[src/rtl/mps_divider.sv]
// restoring divider, one quotient bit per cycle, gives the remainder
`default_nettype none
module mps_divider (
    input  wire logic        i_clk,
    input  wire logic        i_rst_n,
    input  wire logic        i_start,
    input  wire logic [31:0] i_dividend,
    input  wire logic [31:0] i_divisor,
    output logic             o_done,
    output logic [31:0]      o_rem
);
    logic [31:0] r_num;
    logic [32:0] r_rem;
    logic [31:0] r_div;
    logic [5:0]  r_cnt;
    logic        r_busy;
    logic [32:0] w_shift;
    logic [32:0] w_diff;

    assign w_shift = {r_rem[31:0], r_num[31]};
    assign w_diff  = w_shift - {1'b0, r_div};

    always_ff @(posedge i_clk) begin
        if (!i_rst_n) begin
            r_busy <= 1'b0;
            o_done <= 1'b0;
            r_cnt  <= '0;
        end else begin
            o_done <= 1'b0;
            if (i_start) begin
                r_busy <= 1'b1;
                r_cnt  <= 6'd32;
            end else if (r_busy) begin
                r_cnt <= r_cnt - 6'd1;
                if (r_cnt == 6'd1) begin
                    r_busy <= 1'b0;
                    o_done <= 1'b1;
                end
            end
        end
    end

    always_ff @(posedge i_clk) begin
        if (i_start) begin
            r_num <= i_dividend;
            r_div <= i_divisor;
            r_rem <= '0;
        end else if (r_busy) begin
            r_num <= {r_num[30:0], 1'b0};
            r_rem <= w_diff[32] ? w_shift : w_diff;
        end
    end

    assign o_rem = r_rem[31:0];
endmodule
`default_nettype wire
[config.mk]
export PLATFORM = sky130hd
export DESIGN_NAME = mps_divider
export DESIGN_NICKNAME = d
export VERILOG_FILES = /design/src/rtl/mps_divider.sv
export SDC_FILE = /design/constraint.sdc
export NUM_CORES = 1
export LEC_CHECK = 0
export BUFFER_PORTS_ARGS = -buffer_cell sky130_fd_sc_hd__buf_2
export CORE_ASPECT_RATIO = 1.25
export CORE_MARGIN = 2
export CORE_UTILIZATION = 51
export DETAILED_ROUTE_END_ITERATION = 12
export PLACE_DENSITY = 0.76
export SETUP_SLACK_MARGIN = 0.3
export SYNTH_ARGS = -nofsm -noshare
export SYNTH_HDL_FRONTEND = slang
export SYNTH_SLANG_ARGS = --single-unit
[constraint.sdc]
create_clock -name i_clk -period 2.95 [get_ports i_clk]
set_clock_uncertainty 0.15 [all_clocks]
set_input_delay 0.295 -clock i_clk [delete_from_list [all_inputs] [get_ports i_clk]]
set_output_delay 0.295 -clock i_clk [all_outputs]
set_load 0.01 [all_outputs]
==> flow_summary.ini <==
[synthesis]
synth_top_area_share = 0.328
synthAdderAreaFrac = 0.0760
synthMuxAreaShare = 0.0647
ys_seq_area_frac = 0.464
avgSynthCellArea_um2 = 9.97
ys.warnings.count = 0
synth_nets = 690
synth-edff-count = 64
synthCells = 588
yosys_register_bits = 104
synth_most_common_cell = nand2_1
ys.flop_type = edfxtp_1
async_flop_share = 0
synth-simple-area-share = 0.132
yosys-top-cells-area = edfxtp_1 (33%), dfxtp_1 (14%), ha_1 (7.3%)
synth_cell_types = 56
synth-xor-area-share = 0.0463
synth_compound_gate_area_share = 0.166
yosys-top-cells-count = nand2_1 (80), edfxtp_1 (64), nor2_1 (53)
syn_area_mm2 = 0.00586
yosysTopAreaCell = edfxtp_1
synth_top_family_by_area = compound AO/OA/AOI/OAI gates

[cts]
cts-buffers-inserted = 9
cts_tree = yes
clk_pin_slew_worst_paths_ns = 0.08
cts_root_buf = clkbuf_16
cts_buffer_depth = 2
insertion_delay_ns = 0.35
htreeDepth = 3
cts.sinks = 104

[floorplan]
pin_count = 100
chipHeight_um = 124
core_area_mm2 = 0.0111
rows = 43
die_x_um = 99.9
start_util = 0.526
dieArea_mm2 = 0.0124

[placed_design]
postPlaceCellArea_mm2 = 0.00674
dp_slack_ns = -0.178
portBuffers = 99
hpwl_mm = 9.68
place_congestion = 0.979

[grt]
grt_overflow_total = 0
first_global_vias = 4898
grtUsageTotal = 0.223
antenna_found_initial = 0
grt_pass1_wl_mm = 22.1
grt_max_degree = 85

[pwr]
pwr-share-clk = 0.263
p_int_uw = 2960
vdd_drop_max_mv = 0.453
p_leak_uw = 0.00321
swShare = 0.324
powerDensity_mw_per_mm2 = 575
switchingPower_uw = 1420
pwr-share-comb = 0.331
seqPwrFrac = 0.406

[critical_path]
reg2reg_from = r_div[16]
worst_ep_arrival_time_ns = 3.28
end_kind = flip-flop
path_max_fanout = 7
worstPathRequired_ns = 3.06
critPathKind = flip-flop to flip-flop
r2r.worst_path.cells = 13
cp-start-kind = flip-flop
r2r_slack_ns = -0.22
rr_endpoint = r_rem[2]
startpoint = r_div[16]

[min_path]
min-delay-start = i_divisor[19]
min_path_type = input pin to flip-flop
hold-path-endpoint = r_div[19]
min_path_cells = 1

[outcome]
violations = negative setup slack
outcome = complete, but fails checks

[cells_and_area]
drive_above_1_share = 0.321
diodes = 0
stdcell_area_mm2 = 0.00763
syn2layout_area_growth_pct = 30.1
layout.nets = 847
final_core_util = 0.685

[sta]
rsz0062_at_grt = true
post-route-min-period_ns = 3.17
slew_headroom = 0.526
finalCritPeriodShare = 1.08
tightestPinTransition_ns = 0.711
layout_setup_ws_ns = -0.223
maxSlewViolCount = 0
setup_viol = 31
fmaxAchievable_mhz = 315
timing_hold_violations_final = 0

[routing]
drtIter0Drc = 317
drc = 0
wl_per_cell_um = 15.9
via_per_inst = 5.68
drtAntennaViolNets = 0
num_vias = 5024
wl_mm = 14.1
firstDrtPassIters = 6

[flow_run]
cap_violations = 0
## per-stage QoR
stage                     TNS, ns  power [µW]  hold slack (ns)  instances
after floorplan                 0        2660            0.244        588
after global placement    -0.0126        3000            0.321        828
after CTS                   -1.18        4260           0.0117        878
after detailed placement    -3.16        3040            0.323        828
final                       -4.54        4390          0.00885        885
after global routing        -7.61        4600          0.00918        885
## sequential cells by signal (all words and copies together), names as in the netlist
signal	cells
o_done	1
r_busy	1
r_cnt	6
r_div	32
r_num	32
r_rem	32
## layer usage
layer	vias to the layer above	track usage	routed length (µm)
li1	2423	-	-
met1	2409	0.263	5680
met2	163	0.398	7250
met3	29	0.0455	830
met4	0	0.0848	291
met5	-	0	0
## power groups by stage
stage / combinational, µW / sequential (µW) / clock [µW]
after floorplan: 849 / 1810 / 0
after global placement: 1200 / 1810 / 0
after detailed placement: 1230 / 1810 / 0
after CTS: 1310 / 1780 / 1170
after global routing: 1580 / 1800 / 1230
final: 1450 / 1780 / 1150
## logic make-up (layout without fill, tap and decap cells)
logic type                 after synthesis  in the layout
AOI/OAI and AO/OA                      136            136
DFF                                    104            104
muxes                                   34             34
buffers and inverters                   69            231
adders and majority gates               35             35
xor gates and xnor gates                31             31
and+or+nand+nor                        179            179
## final cells by class
class                   count  area [µm²]
clock buffers              10         229
clock inverters             6        52.6
fillers                   841        3510
inverters                  43         161
multi-input cells         415        3070
flip-flops and latches    104        2730
well taps                 135         169
repair buffers            172        1210
## worst max-delay path, cell delays in order (launching register included)
cell,delay (ns)
edfxtp_1,0.37
inv_1,0.07
ha_1,0.27
o21ai_0,0.18
a21oi_1,0.10
a221oi_2,0.31
o211a_4,0.24
a21oi_4,0.07
a311o_1,0.41
buf_4,0.16
o211ai_4,0.17
clkbuf_16,0.25
nand3_2,0.07
a311oi_1,0.25
## layout by cell type (no fill, tap or decap), types with 31 or more instances in the layout
cell type,n
edfxtp_1,64
nor2_1,53
dfxtp_1,35
inv_1,41
buf_2,98
dlygate4sd3_1,31
mux2_2,31
buf_4,36
nand2_1,68
a21oi_1,37
## how the worst max path moves through the flow
stage | endpoint | slack, ns | depth (start not counted)
after floorplan | r_rem[28] | 0.02 | 12
after global placement | r_rem[16] | -0.007 | 13
after detailed placement | r_rem[23] | -0.18 | 12
after CTS | r_rem[28] | -0.09 | 11
after global routing | r_rem[30] | -0.28 | 13
final | r_rem[2] | -0.22 | 13
## repair_timing
item / CTS / global route
setup endpoints to repair: 32 / 32
hold buffers: 31 / 0
gates cloned: 0 / 2
buffers inserted: 3 / 5
hold endpoints to repair: 31 / 0
gates resized for setup: 10 / 30
pin swaps: 5 / 28
Power figures use the tool's default switching activity.
