## config.mk

```make
export PLATFORM = sky130hd
export DESIGN_NAME = mps_ram
export DESIGN_NICKNAME = d
export VERILOG_FILES = /design/src/rtl/mps_ram.sv
export SDC_FILE = /design/constraint.sdc
export NUM_CORES = 1
export LEC_CHECK = 0
export BUFFER_PORTS_ARGS = -buffer_cell sky130_fd_sc_hd__buf_2
export CAP_MARGIN = 20
export CORE_MARGIN = 4
export CORE_UTILIZATION = 63
export DETAILED_ROUTE_END_ITERATION = 10
export GPL_ROUTABILITY_DRIVEN = 1
export HOLD_SLACK_MARGIN = 0.06
export PLACE_DENSITY = 0.8
export SYNTH_ARGS = -nofsm -noshare
export SYNTH_HDL_FRONTEND = slang
export SYNTH_SLANG_ARGS = --single-unit
```

## constraint.sdc

```tcl
create_clock -name i_clk -period 3 [get_ports i_clk]
set_input_delay 0.15 -clock i_clk [delete_from_list [all_inputs] [get_ports i_clk]]
set_output_delay 0.15 -clock i_clk [all_outputs]
set_load 0.1 [all_outputs]
```

## src/rtl/mps_ram.sv

```systemverilog
// generic single-port ram with registered read
`default_nettype none
module mps_ram #(
    parameter int WIDTH = 8,
    parameter int DEPTH = 64
) (
    input  wire logic                     i_clk,
    input  wire logic                     i_we,
    input  wire logic [$clog2(DEPTH)-1:0] i_addr,
    input  wire logic [WIDTH-1:0]         i_wdata,
    output logic      [WIDTH-1:0]         o_rdata
);
    logic [WIDTH-1:0] mem [DEPTH];

    always_ff @(posedge i_clk) begin
        if (i_we) begin
            mem[i_addr] <= i_wdata;
        end
        o_rdata <= mem[i_addr];
    end
endmodule
`default_nettype wire

```

==> impl_results.md, run 1 <==
- Crit Path Max Fanout: 51
- Width of the die: 188 um
- Ratio of cells with drive above 1 in the final layout: 0.209
- Slew at the pin with the worst max-slew slack: 0.986 ns
- Register Area: 0.0155 mm2
- Top post-synthesis cells by area: edfxtp_1 (75%), mux4_2 (4.5%), mux2i_1 (3.1%)
- Global Route met2 Usage: 0.436
- Clock share of power: 0.398
- Met3 usage: 0.0637
- Synth Instances: 1171
- Antenna cells: 0
- NetSw: 3.32 mW
- TritonCTS Sinks: 520
- Pins Over Slew Limit: 0
- GRT busiest layer: met2
- Initial antenna violation count: 0
- Via count: 12000
- Drt first pass iters: 10
- F_max: 0.395 GHz
- CTS H-Tree Depth: 2
- Gr usage total: 0.286
- Initial core utilization: 0.643
- Syn nets: 1187
- EDFF count, synth: 512
- Hold Path Class: primary input to register
- GPL Wtd Cong: 0.909
- Setup Viol. Count Final: 0
- GRT overflow: 0
- Cell Rows: 65
- Fin Setup TNS: 0 ns
- Async SR Flop Fraction: 0
- HPWL Detailed: 31.0 mm
- Vias per cell: 6.79
- Filler cell count: 1799
- Largest area contributor in the netlist: edfxtp_1
- Area Overhead vs Synth: 14.3%
- Vias in the first global route: 11800
- Io pins: 24
- Register area share after synthesis: 0.760
- CP Launch Type: primary input
- Sequential Power Share: 0.538
- First-pass GRT wire length: 75.7 mm
- Fin nets: 1310
- Routed length per instance: 28.6 um
- DP Worst Slack: 0.145 ns
- Setup Skew: 0.0165 ns
- Die area: 0.0354 mm2
- CTS resizes: 0
- Largest net degree at the start of global routing: 65
- P per Cell Area: 642 mW/mm2
- Mapped Area: 0.0204 mm2
- Worst vdd ir: 0.000512 V
- CTS tree: built
- Worst EP arrival: 3.05 ns
- DRC viols: 0
- Pleak: 7.76 nW
- Switching Share: 0.221
- Rel. slew slack: 0.343
- Worst-path clk slew: 0.07 ns
- Crit Path Class: primary input to register
- Total power: 15.0 mW
- Hold Worst Slack: 0.135 ns
- Synthesized area per cell: 17.5 um2
- Max-Cap Viols: 0
- Critical Path RT: 3.52 ns
- Most common flop cell mapped by yosys: edfxtp_1
- Tmin final: 2.53 ns
- Synth top area share: 0.752
- Synth Register Bits: 520
- Met1 usage: 0.411
- Antenna Nets Post-Route: 0
- Status: complete, no violations
- Critical Path End Type: register
- Synth cell types: 56
- Final WL: 50.6 mm
- Max Buffers Root-to-Sink: 3
- Cell Int Power: 11.7 mW
- Unrepaired setup endpoints after global routing: false
- Final WS setup: 0.465 ns
- 1st-iter DRT viols: 1976
- Die height: 188 um
- Multi-input gate area: 0.00451 mm2
- # port buffers: 23
- Worst-Skew Late Latency: 0.57 ns
- Synth warnings: 0
- Clock root buffer: clkbuf_16
- Fin crit share: 0.845
- Inserted Clock Buffers: 50
- Power share of the combinational group: 0.064
- Final Hold Vio Count: 0
- Core area: 0.0318 mm2
## power by group through the flow
stage / Combinational (mW) / Sequential [mW] / Clock (mW)
2_1_floorplan: 0.436 / 8.33 / 0
3_3_place_gp: 0.901 / 8.23 / 0
3_5_place_dp: 0.920 / 8.23 / 0
4_1_cts: 0.928 / 8.07 / 5.99
5_1_grt: 1.01 / 8.07 / 6.35
6_report: 0.968 / 8.07 / 5.97
## flip-flops by register name, summed over array words and instances, names as in the netlist
register,flops
mem,512
o_rdata,8
## layout make-up
class / count / area share
timing repair buffer: 152 / 0.0520
multi-input combinational: 567 / 0.193
clock buffer: 55 / 0.0553
tap: 435 / 0.0233
clock inverter: 35 / 0.0109
sequential: 520 / 0.665
inverter: 3 / 0.000482
## cells in the mapped netlist, types with 9 or more instances
| master | n |
|---|---|
| a21oi_1 | 28 |
| o22ai_1 | 22 |
| nand2_1 | 45 |
| mux4_2 | 41 |
| mux2i_1 | 63 |
| a22oi_1 | 40 |
| o221ai_1 | 9 |
| buf_2 | 30 |
| and2_1 | 9 |
| a221o_1 | 11 |
| edfxtp_1 | 512 |
| a221oi_1 | 21 |
| clkbuf_1 | 36 |
| nand3b_1 | 12 |
| nand2b_1 | 24 |
| nor2_1 | 82 |
| o22a_1 | 11 |
| o21ai_0 | 9 |
| a31oi_1 | 15 |
| and3_1 | 9 |
| a22o_1 | 10 |
## cells by family (layout without fill, tap and decap cells)
kind of cell,Yosys count,count (layout),synth area share
flip-flops,520,520,0.760
AND/OR/NAND/NOR,229,229,0.0571
AO/OA/AOI/OAI,222,222,0.0808
multiplexers,116,116,0.0826
buffers and inverters,84,245,0.0198
## what timing repair did
item / 4_1_cts / 5_1_grt
hold endpoints to repair: 0 / 28
hold buffers: 0 / 3
setup buffers: 0 / 0
## critical path, cell delays in order
cell      delay [ns]
buf_4           0.60
buf_4           0.26
nor2b_1         0.50
a22oi_1         0.15
and3_1          0.22
o311ai_0        0.82
buf_4           0.24
or4_1           0.09
## layout by cell type (no fill, tap or decap), types with 5 or more instances in the layout
cell type and count:
buf_12 9, a31oi_1 15, buf_4 119, clkinv_1 13
nand2b_1 24, a22o_1 10, and4_1 6, o221ai_1 9
mux2i_1 63, a221o_1 11, nor2b_1 7, nand3_1 8
clkbuf_16 51, mux4_2 41, o22ai_1 22, and2_1 9
nand2_1 45, a22oi_1 40, nand3b_1 12, and3_1 9
a211oi_1 6, a221oi_1 21, clkinv_2 12, a32oi_1 7
o21ai_0 9, mux2_1 7, a21oi_1 28, clkinvlp_4 5
dfxtp_1 8, buf_2 20, o2bb2ai_1 7, or3b_2 5
edfxtp_1 512, o22a_1 11, nor2_1 81, o31ai_1 5
mux2_2 5
## stage by stage
step	instance area [um2]	instances	util
2_1_floorplan	20400	1171	-
6_report	23400	1767	0.735
3_5_place_dp	21700	1669	0.682
5_1_grt	23400	1767	0.735
3_3_place_gp	21700	1669	0.682
4_1_cts	23200	1759	0.731
## per-layer routing
metal	up-vias	part of all wire	wire, um
met1	5941	0.37	18600
met5	-	0	0
met3	154	0.12	6190
li1	4990	-	-
met4	0	0.045	2270
met2	906	0.47	23600
## final timing paths
path,startpoint,end,slack [ns],cells past startpoint
worst min-delay path,i_wdata[7],mem[58][7],0.13,1
worst min register to register,mem[3][2],o_rdata[2],0.64,3
worst max-delay path,i_addr[1],o_rdata[1],0.47,8
worst max register to register,mem[4][1],o_rdata[1],0.70,6
No activity file was read; power rests on OpenSTA's default activity.
==> run 2: changes to the inputs <==
==> constraint.sdc (replaced) <==
create_clock -name i_clk -period 2.36 [get_ports i_clk]
set_input_delay 0.118 -clock i_clk [delete_from_list [all_inputs] [get_ports i_clk]]
set_output_delay 0.118 -clock i_clk [all_outputs]
set_load 0.1 [all_outputs]
==> run 2 against run 1 <==
Effect of this change: the flow now finishes with violations (negative setup slack); first-iteration DRC count decreased by 2.7%; design area increased by 1.6%; hold slack got worse by 0.033 ns.
==> impl_results.md, run 2 (same netlist as run 1, synthesis figures left out) <==
- Status: finished, violations left
- Failing checks: negative setup slack
- Final WL: 51.7 mm (+2.2%)
- Non-Filler Instances: 1811 (+2.5%)
- Fin nets: 1356 (+3.5%)
- Ratio of cells with drive above 1 in the final layout: 0.234 (+0.0246)
- Drt first pass iters: 5 (-5)
- 1st-iter DRT viols: 1923 (-2.7%)
- Cell Rows: 65 (unchanged)
- P per Cell Area: 808 mW/mm2 (+26%)
- Final WS setup: -0.0551 ns (-0.520 ns)
- Die height: 188 um (unchanged)
- Width of the die: 188 um (unchanged)
- Critical Path RT: 2.87 ns (-0.65 ns)
- Max reg flops: 512 (unchanged)
- Gr usage total: 0.294 (+0.00778)
- Unrepaired setup endpoints after global routing: false
- Vias in the first global route: 12300 (+4.6%)
- Critical Path End Type: register
- HPWL Detailed: 32.8 mm (+5.8%)
- Slew at the pin with the worst max-slew slack: 1.13 ns (+0.145 ns)
- Vias per cell: 6.81 (+0.42%)
- Via count: 12300 (+2.9%)
- Hold Worst Slack: 0.102 ns (-0.0326 ns)
- Setup Skew: 0.0146 ns (-0.00184 ns)
- Pleak: 8.00 nW (+3.2%)
- # port buffers: 23 (unchanged)
- Crit Path Class: primary input to register
- DRC viols: 0 (unchanged)
- TritonCTS Sinks: 520 (unchanged)
- Antenna Nets Post-Route: 0 (unchanged)
- Inserted Clock Buffers: 50 (unchanged)
- Commonest non-fill, non-tap cells in the layout: edfxtp_1 (512), buf_4 (165), nor2_1 (81), mux2i_1 (63), clkbuf_16 (51)
- Pins Over Slew Limit: 0 (unchanged)
- Setup Viol. Count Final: 1 (+1)
- F_max: 0.414 GHz
- Clock root buffer: clkbuf_16
- Rel. slew slack: 0.245 (-0.0980)
- Largest net degree at the start of global routing: 65 (unchanged)
- Worst-Skew Late Latency: 0.56 ns (about the same)
- Max-Cap Viols: 0 (unchanged)
- Die area: 0.0354 mm2 (unchanged)
- Final Hold Vio Count: 0 (unchanged)
- Worst vdd ir: 0.000626 V (+22%)
- Biggest regs: mem x512, o_rdata x8
- Commonest non-fill, non-tap cell in the layout: edfxtp_1
- Max Buffers Root-to-Sink: 3 (unchanged)
- CTS H-Tree Depth: 2 (unchanged)
- Crit Path Max Fanout: 22 (-57%)
- Initial antenna violation count: 0 (unchanged)
- Io pins: 24 (unchanged)
- CTS tree: built
- Worst EP arrival: 2.92 ns (-0.13 ns)
- Tmin final: 2.42 ns
- Setup bufs post-CTS: 0 (unchanged)
- Initial core utilization: 0.643 (unchanged)
- Antenna cells: 0 (unchanged)
- CP Launch Type: primary input
- Top reg by flops: mem
- GRT overflow: 0 (unchanged)
- Worst-path clk slew: 0.06 ns (about the same)
- Area Overhead vs Synth: 16.1%
- Fin crit share: 1.02
- First-pass GRT wire length: 78.0 mm (+3.0%)
- Hold Path Class: primary input to register
- GPL Wtd Cong: 0.952 (+4.7%)
- Placed instance count: 1723 (+3.2%)
- Core area: 0.0318 mm2 (unchanged)
- Routed length per instance: 28.5 um (-0.30%)
-- run 2: metal layers --
metal	GRT usage	routed length, um	part of all wire	up-vias
met5	0	0	0	-
met1	0.417	18800	0.36	6167
li1	-	-	-	5076
met2	0.460	24500	0.47	952
met3	0.0609	6290	0.12	146
met4	0.108	2090	0.041	0
-- run 2: metrics by stage --
stage / TNS, ns / area (um2) / setup WS, ns / utilization / total power [mW]
final: -0.0551 / 23700 / -0.0551 / 0.746 / 19.2
after global routing: 0 / 23700 / 0.0281 / 0.746 / 19.7
after CTS: 0 / 23700 / 0.0769 / 0.746 / 19.2
after detailed placement: -1.39 / 22200 / -0.335 / 0.698 / 11.7
after global placement: -0.581 / 22200 / -0.307 / 0.698 / 11.7
after floorplan: 0 / 20400 / 0.143 / - / 11.1
-- run 2: final cells by class --
cell class | instances | area, um2
Clock buffer | 65 | 1330
Timing Repair Buffer | 198 | 1590
Inverter | 3 | 11.3
Clock inverter | 23 | 210
Multi-Input combinational cell | 567 | 4510
Sequential cell | 520 | 15500
Tap cell | 435 | 544
Fill cell | 1795 | 8070
-- run 2: what timing repair did --
item                       CTS  global route
setup endpoints to repair    0             1
gates resized for setup      0             1
hold buffers                 0             0
-- run 2: final timing paths --
check	startpoint	end	slack (ns)	cells after the start
min	i_wdata[7]	mem[13][7]	0.10	2
max reg2reg	mem[53][3]	o_rdata[3]	0.05	6
min reg2reg	mem[3][2]	o_rdata[2]	0.66	3
max	i_addr[1]	o_rdata[3]	-0.06	7
-- run 2: worst max-delay path, stage by stage --
cell,delay [ns]
buf_4,0.23
nor2b_1,0.90
a22oi_1,0.29
and3_1,0.26
o311ai_0,0.79
buf_4,0.22
or4_1,0.10
-- run 2: where the power goes --
group	total (mW)	internal, mW	switching [mW]	leakage (nW)
combinational	1.29	0.421	0.873	2.57
clock	7.63	4.39	3.24	0.760
sequential	10.3	10.2	0.0355	4.67
total	19.2	15.0	4.15	8.00
==> run 3: changes to the inputs <==
--- a/config.mk
+++ b/config.mk
@@ -8,11 +8,12 @@
 export BUFFER_PORTS_ARGS = -buffer_cell sky130_fd_sc_hd__buf_2
 export CAP_MARGIN = 20
 export CORE_MARGIN = 4
-export CORE_UTILIZATION = 63
+export CORE_UTILIZATION = 30
 export DETAILED_ROUTE_END_ITERATION = 10
 export GPL_ROUTABILITY_DRIVEN = 1
 export HOLD_SLACK_MARGIN = 0.06
-export PLACE_DENSITY = 0.8
+export PLACE_DENSITY_LB_ADDON = 0.1
+export SKIP_LAST_GASP = 1
 export SYNTH_ARGS = -nofsm -noshare
 export SYNTH_HDL_FRONTEND = slang
 export SYNTH_SLANG_ARGS = --single-unit
==> run 3 against run 2 <==
Effect of this change: the flow now finishes without violations; combinational power increased by 16%; wire length increased by 22%; first-iteration DRC count decreased by 48%; hold slack got worse by 0.017 ns; non-clock buffer count increased by 54; design area increased by 6.1%; utilization decreased by 37 points; clock-buffer cell count increased by 14; fmax increased by 6.0%; sequential share of layout area decreased by 3.8 points; critical endpoint is now o_rdata[1].
==> impl_results.md, run 3 (same netlist as run 1, synthesis figures left out) <==
- Vias in the first global route: 12200 (-1.2%)
- Initial antenna violation count: 2 (+2)
- Crit Path Max Fanout: 1 (-95%)
- Gr usage total: 0.175 (-0.119)
- DRC viols: 0 (unchanged)
- Commonest non-fill, non-tap cell in the layout: edfxtp_1
- Pleak: 8.45 nW (+5.5%)
- Setup Viol. Count Final: 0 (-1)
- Biggest regs: mem x512, o_rdata x8
- Worst Reg2Reg Path Length in Cells: 7 (+1)
- R2R Path End: o_rdata[1]
- Slew at the pin with the worst max-slew slack: 1.09 ns (-0.0445 ns)
- Max reg flops: 512 (unchanged)
- Io pins: 24 (unchanged)
- Hold Worst Slack: 0.0848 ns (-0.0172 ns)
- Pins Over Slew Limit: 0 (unchanged)
- CTS tree: built
- TritonCTS Sinks: 520 (unchanged)
- Core area: 0.0674 mm2 (+110%)
- Sequential Power Share: 0.499 (-0.036)
- CTS H-Tree Depth: 2 (unchanged)
- Cell Rows: 95 (+46%)
- Routed length per instance: 27.2 um (-4.8%)
- CP Launch Type: register
- GRT overflow: 0 (unchanged)
- Hold Path Class: primary input to register
- Max-Cap Viols: 0 (unchanged)
- Fin area: 0.0252 mm2 (+6.1%)
- 1st-iter DRT viols: 991 (-48%)
- Largest net degree at the start of global routing: 43 (-34%)
- Power share of the combinational group: 0.072 (+0.005)
- DP Worst Slack: -0.333 ns (+0.00218 ns)
- Inserted Clock Buffers: 58 (+16%)
- Critical Path RT: 2.82 ns (-0.05 ns)
- R2R setup slack: 0.08 ns (+0.03 ns)
- Vias per cell: 5.08 (-26%)
- HPWL Detailed: 43.5 mm (+33%)
- Clock root buffer: clkbuf_16
- Placed instance area: 0.0233 mm2 (+4.8%)
- Final Hold Vio Count: 0 (unchanged)
- First-pass GRT wire length: 90.1 mm (+15%)
- Drt first pass iters: 5 (unchanged)
- Width of the die: 269 um (+43%)
- NetSw: 4.64 mW (+12%)
- Hold path depth: 1 (-1)
- Non-Filler Instances: 2325 (+28%)
- Fin crit share: 0.965 (-0.0582)
- Final WS setup: 0.0822 ns (+0.137 ns)
- Util after Layout: 0.374 (-0.373)
- Setup Skew: 0.0231 ns (+0.00846 ns)
- Ratio of cells with drive above 1 in the final layout: 0.269 (+0.0348)
- Commonest non-fill, non-tap cells in the layout: edfxtp_1 (512), buf_4 (202), nor2_1 (81), mux2i_1 (63), clkbuf_16 (59)
- Area Overhead vs Synth: 23.2%
- Antenna Nets Post-Route: 0 (unchanged)
- Fin Setup TNS: 0 ns (+0.0551 ns)
- Final WL: 63.2 mm (+22%)
- Die height: 269 um (+43%)
- Tmin final: 2.28 ns (-0.137 ns)
- Unrepaired setup endpoints after global routing: false
- Via count: 11800 (-4.4%)
- R2r startpoint: mem[5][1]
- Die area: 0.0724 mm2 (+100%)
- P per Cell Area: 816 mW/mm2 (+1.0%)
- F_max: 0.439 GHz (+6.0%)
- Worst-Skew Late Latency: 0.62 ns (+0.06 ns)
- Fin nets: 1418 (+4.6%)
- Switching Share: 0.226 (+0.00946)
- Crit Path Class: register to register
- Filler cell count: 6261 (+250%)
- Hold path startpoint: i_wdata[7]
- Worst-path clk slew: 0.06 ns (about the same)
- Cell Int Power: 15.9 mW (+5.9%)
- Top reg by flops: mem
- Register Area: 0.0155 mm2 (unchanged)
- Status: complete, no violations
- Max Buffers Root-to-Sink: 3 (unchanged)
- Worst EP arrival: 2.74 ns (-0.18 ns)
- Critical Path End Type: register
- Setup bufs post-CTS: 0 (unchanged)
- Min-Delay Endpoint: mem[26][7]
- Placed instance count: 2210 (+28%)
- # port buffers: 23 (unchanged)
- Rel. slew slack: 0.270 (+0.0250)
- Initial core utilization: 0.303 (-0.340)
- Worst vdd ir: 0.000430 V (-31%)
- Total power: 20.6 mW (+7.2%)
- Clock share of power: 0.428 (+0.030)
- GPL Wtd Cong: 0.809 (-15%)
- Multi-input gate area: 0.00452 mm2 (+0.17%)
==> run 3: worst max-delay path, stage by stage, from the launching register on <==
cell,delay (ns)
edfxtp_1,0.37
mux4_2,0.47
mux2i_1,0.20
buf_4,0.18
o22a_1,0.15
o311ai_2,0.16
buf_4,0.19
or4_1,0.42
==> run 3: layout make-up <==
| type | count | share of cell area |
|---|---|---|
| Sequential cell | 520 | 0.617 |
| Multi-Input combinational cell | 567 | 0.180 |
| Timing Repair Buffer | 252 | 0.0857 |
| Clock buffer | 79 | 0.0636 |
| Tap cell | 873 | 0.0434 |
| Clock inverter | 30 | 0.0104 |
| Inverter | 3 | 0.000447 |
| Antenna cell | 1 | 0.0000994 |
==> run 3: routing by layer <==
layer | GRT usage | share of wire
met1 | 0.248 | 0.45
met2 | 0.281 | 0.47
met3 | 0.0332 | 0.057
met4 | 0.0417 | 0.022
met5 | 0 | 0
==> run 3: worst max-delay path by stage <==
| stage | startpoint | end | slack (ns) | depth (start not counted) |
|---|---|---|---|---|
| floorplan | i_addr[1] | mem[13][0] | 0.14 | 7 |
| global placement | i_addr[2] | o_rdata[0] | -0.32 | 8 |
| detailed placement | i_addr[2] | o_rdata[0] | -0.33 | 8 |
| CTS | mem[7][1] | o_rdata[1] | 0.06 | 7 |
| global route | mem[7][1] | o_rdata[1] | 0.02 | 7 |
| finish | mem[5][1] | o_rdata[1] | 0.08 | 7 |
==> run 3: timing repair <==
| action | in CTS | in global routing |
|---|---|---|
| hold buffers | 5 | 0 |
| endpoints found under the setup margin | 1 | 1 |
| endpoints found under the hold margin | 73 | 0 |
| resized for setup | 1 | 1 |
==> run 3: power groups by stage <==
| stage | Sequential, mW | Combinational, mW | Clock (mW) |
|---|---|---|---|
| after floorplan | 10.6 | 0.555 | 0 |
| after global placement | 10.5 | 1.50 | 0 |
| after detailed placement | 10.5 | 1.49 | 0 |
| after CTS | 10.3 | 1.50 | 9.05 |
| after global routing | 10.3 | 1.58 | 9.43 |
| final | 10.3 | 1.49 | 8.81 |
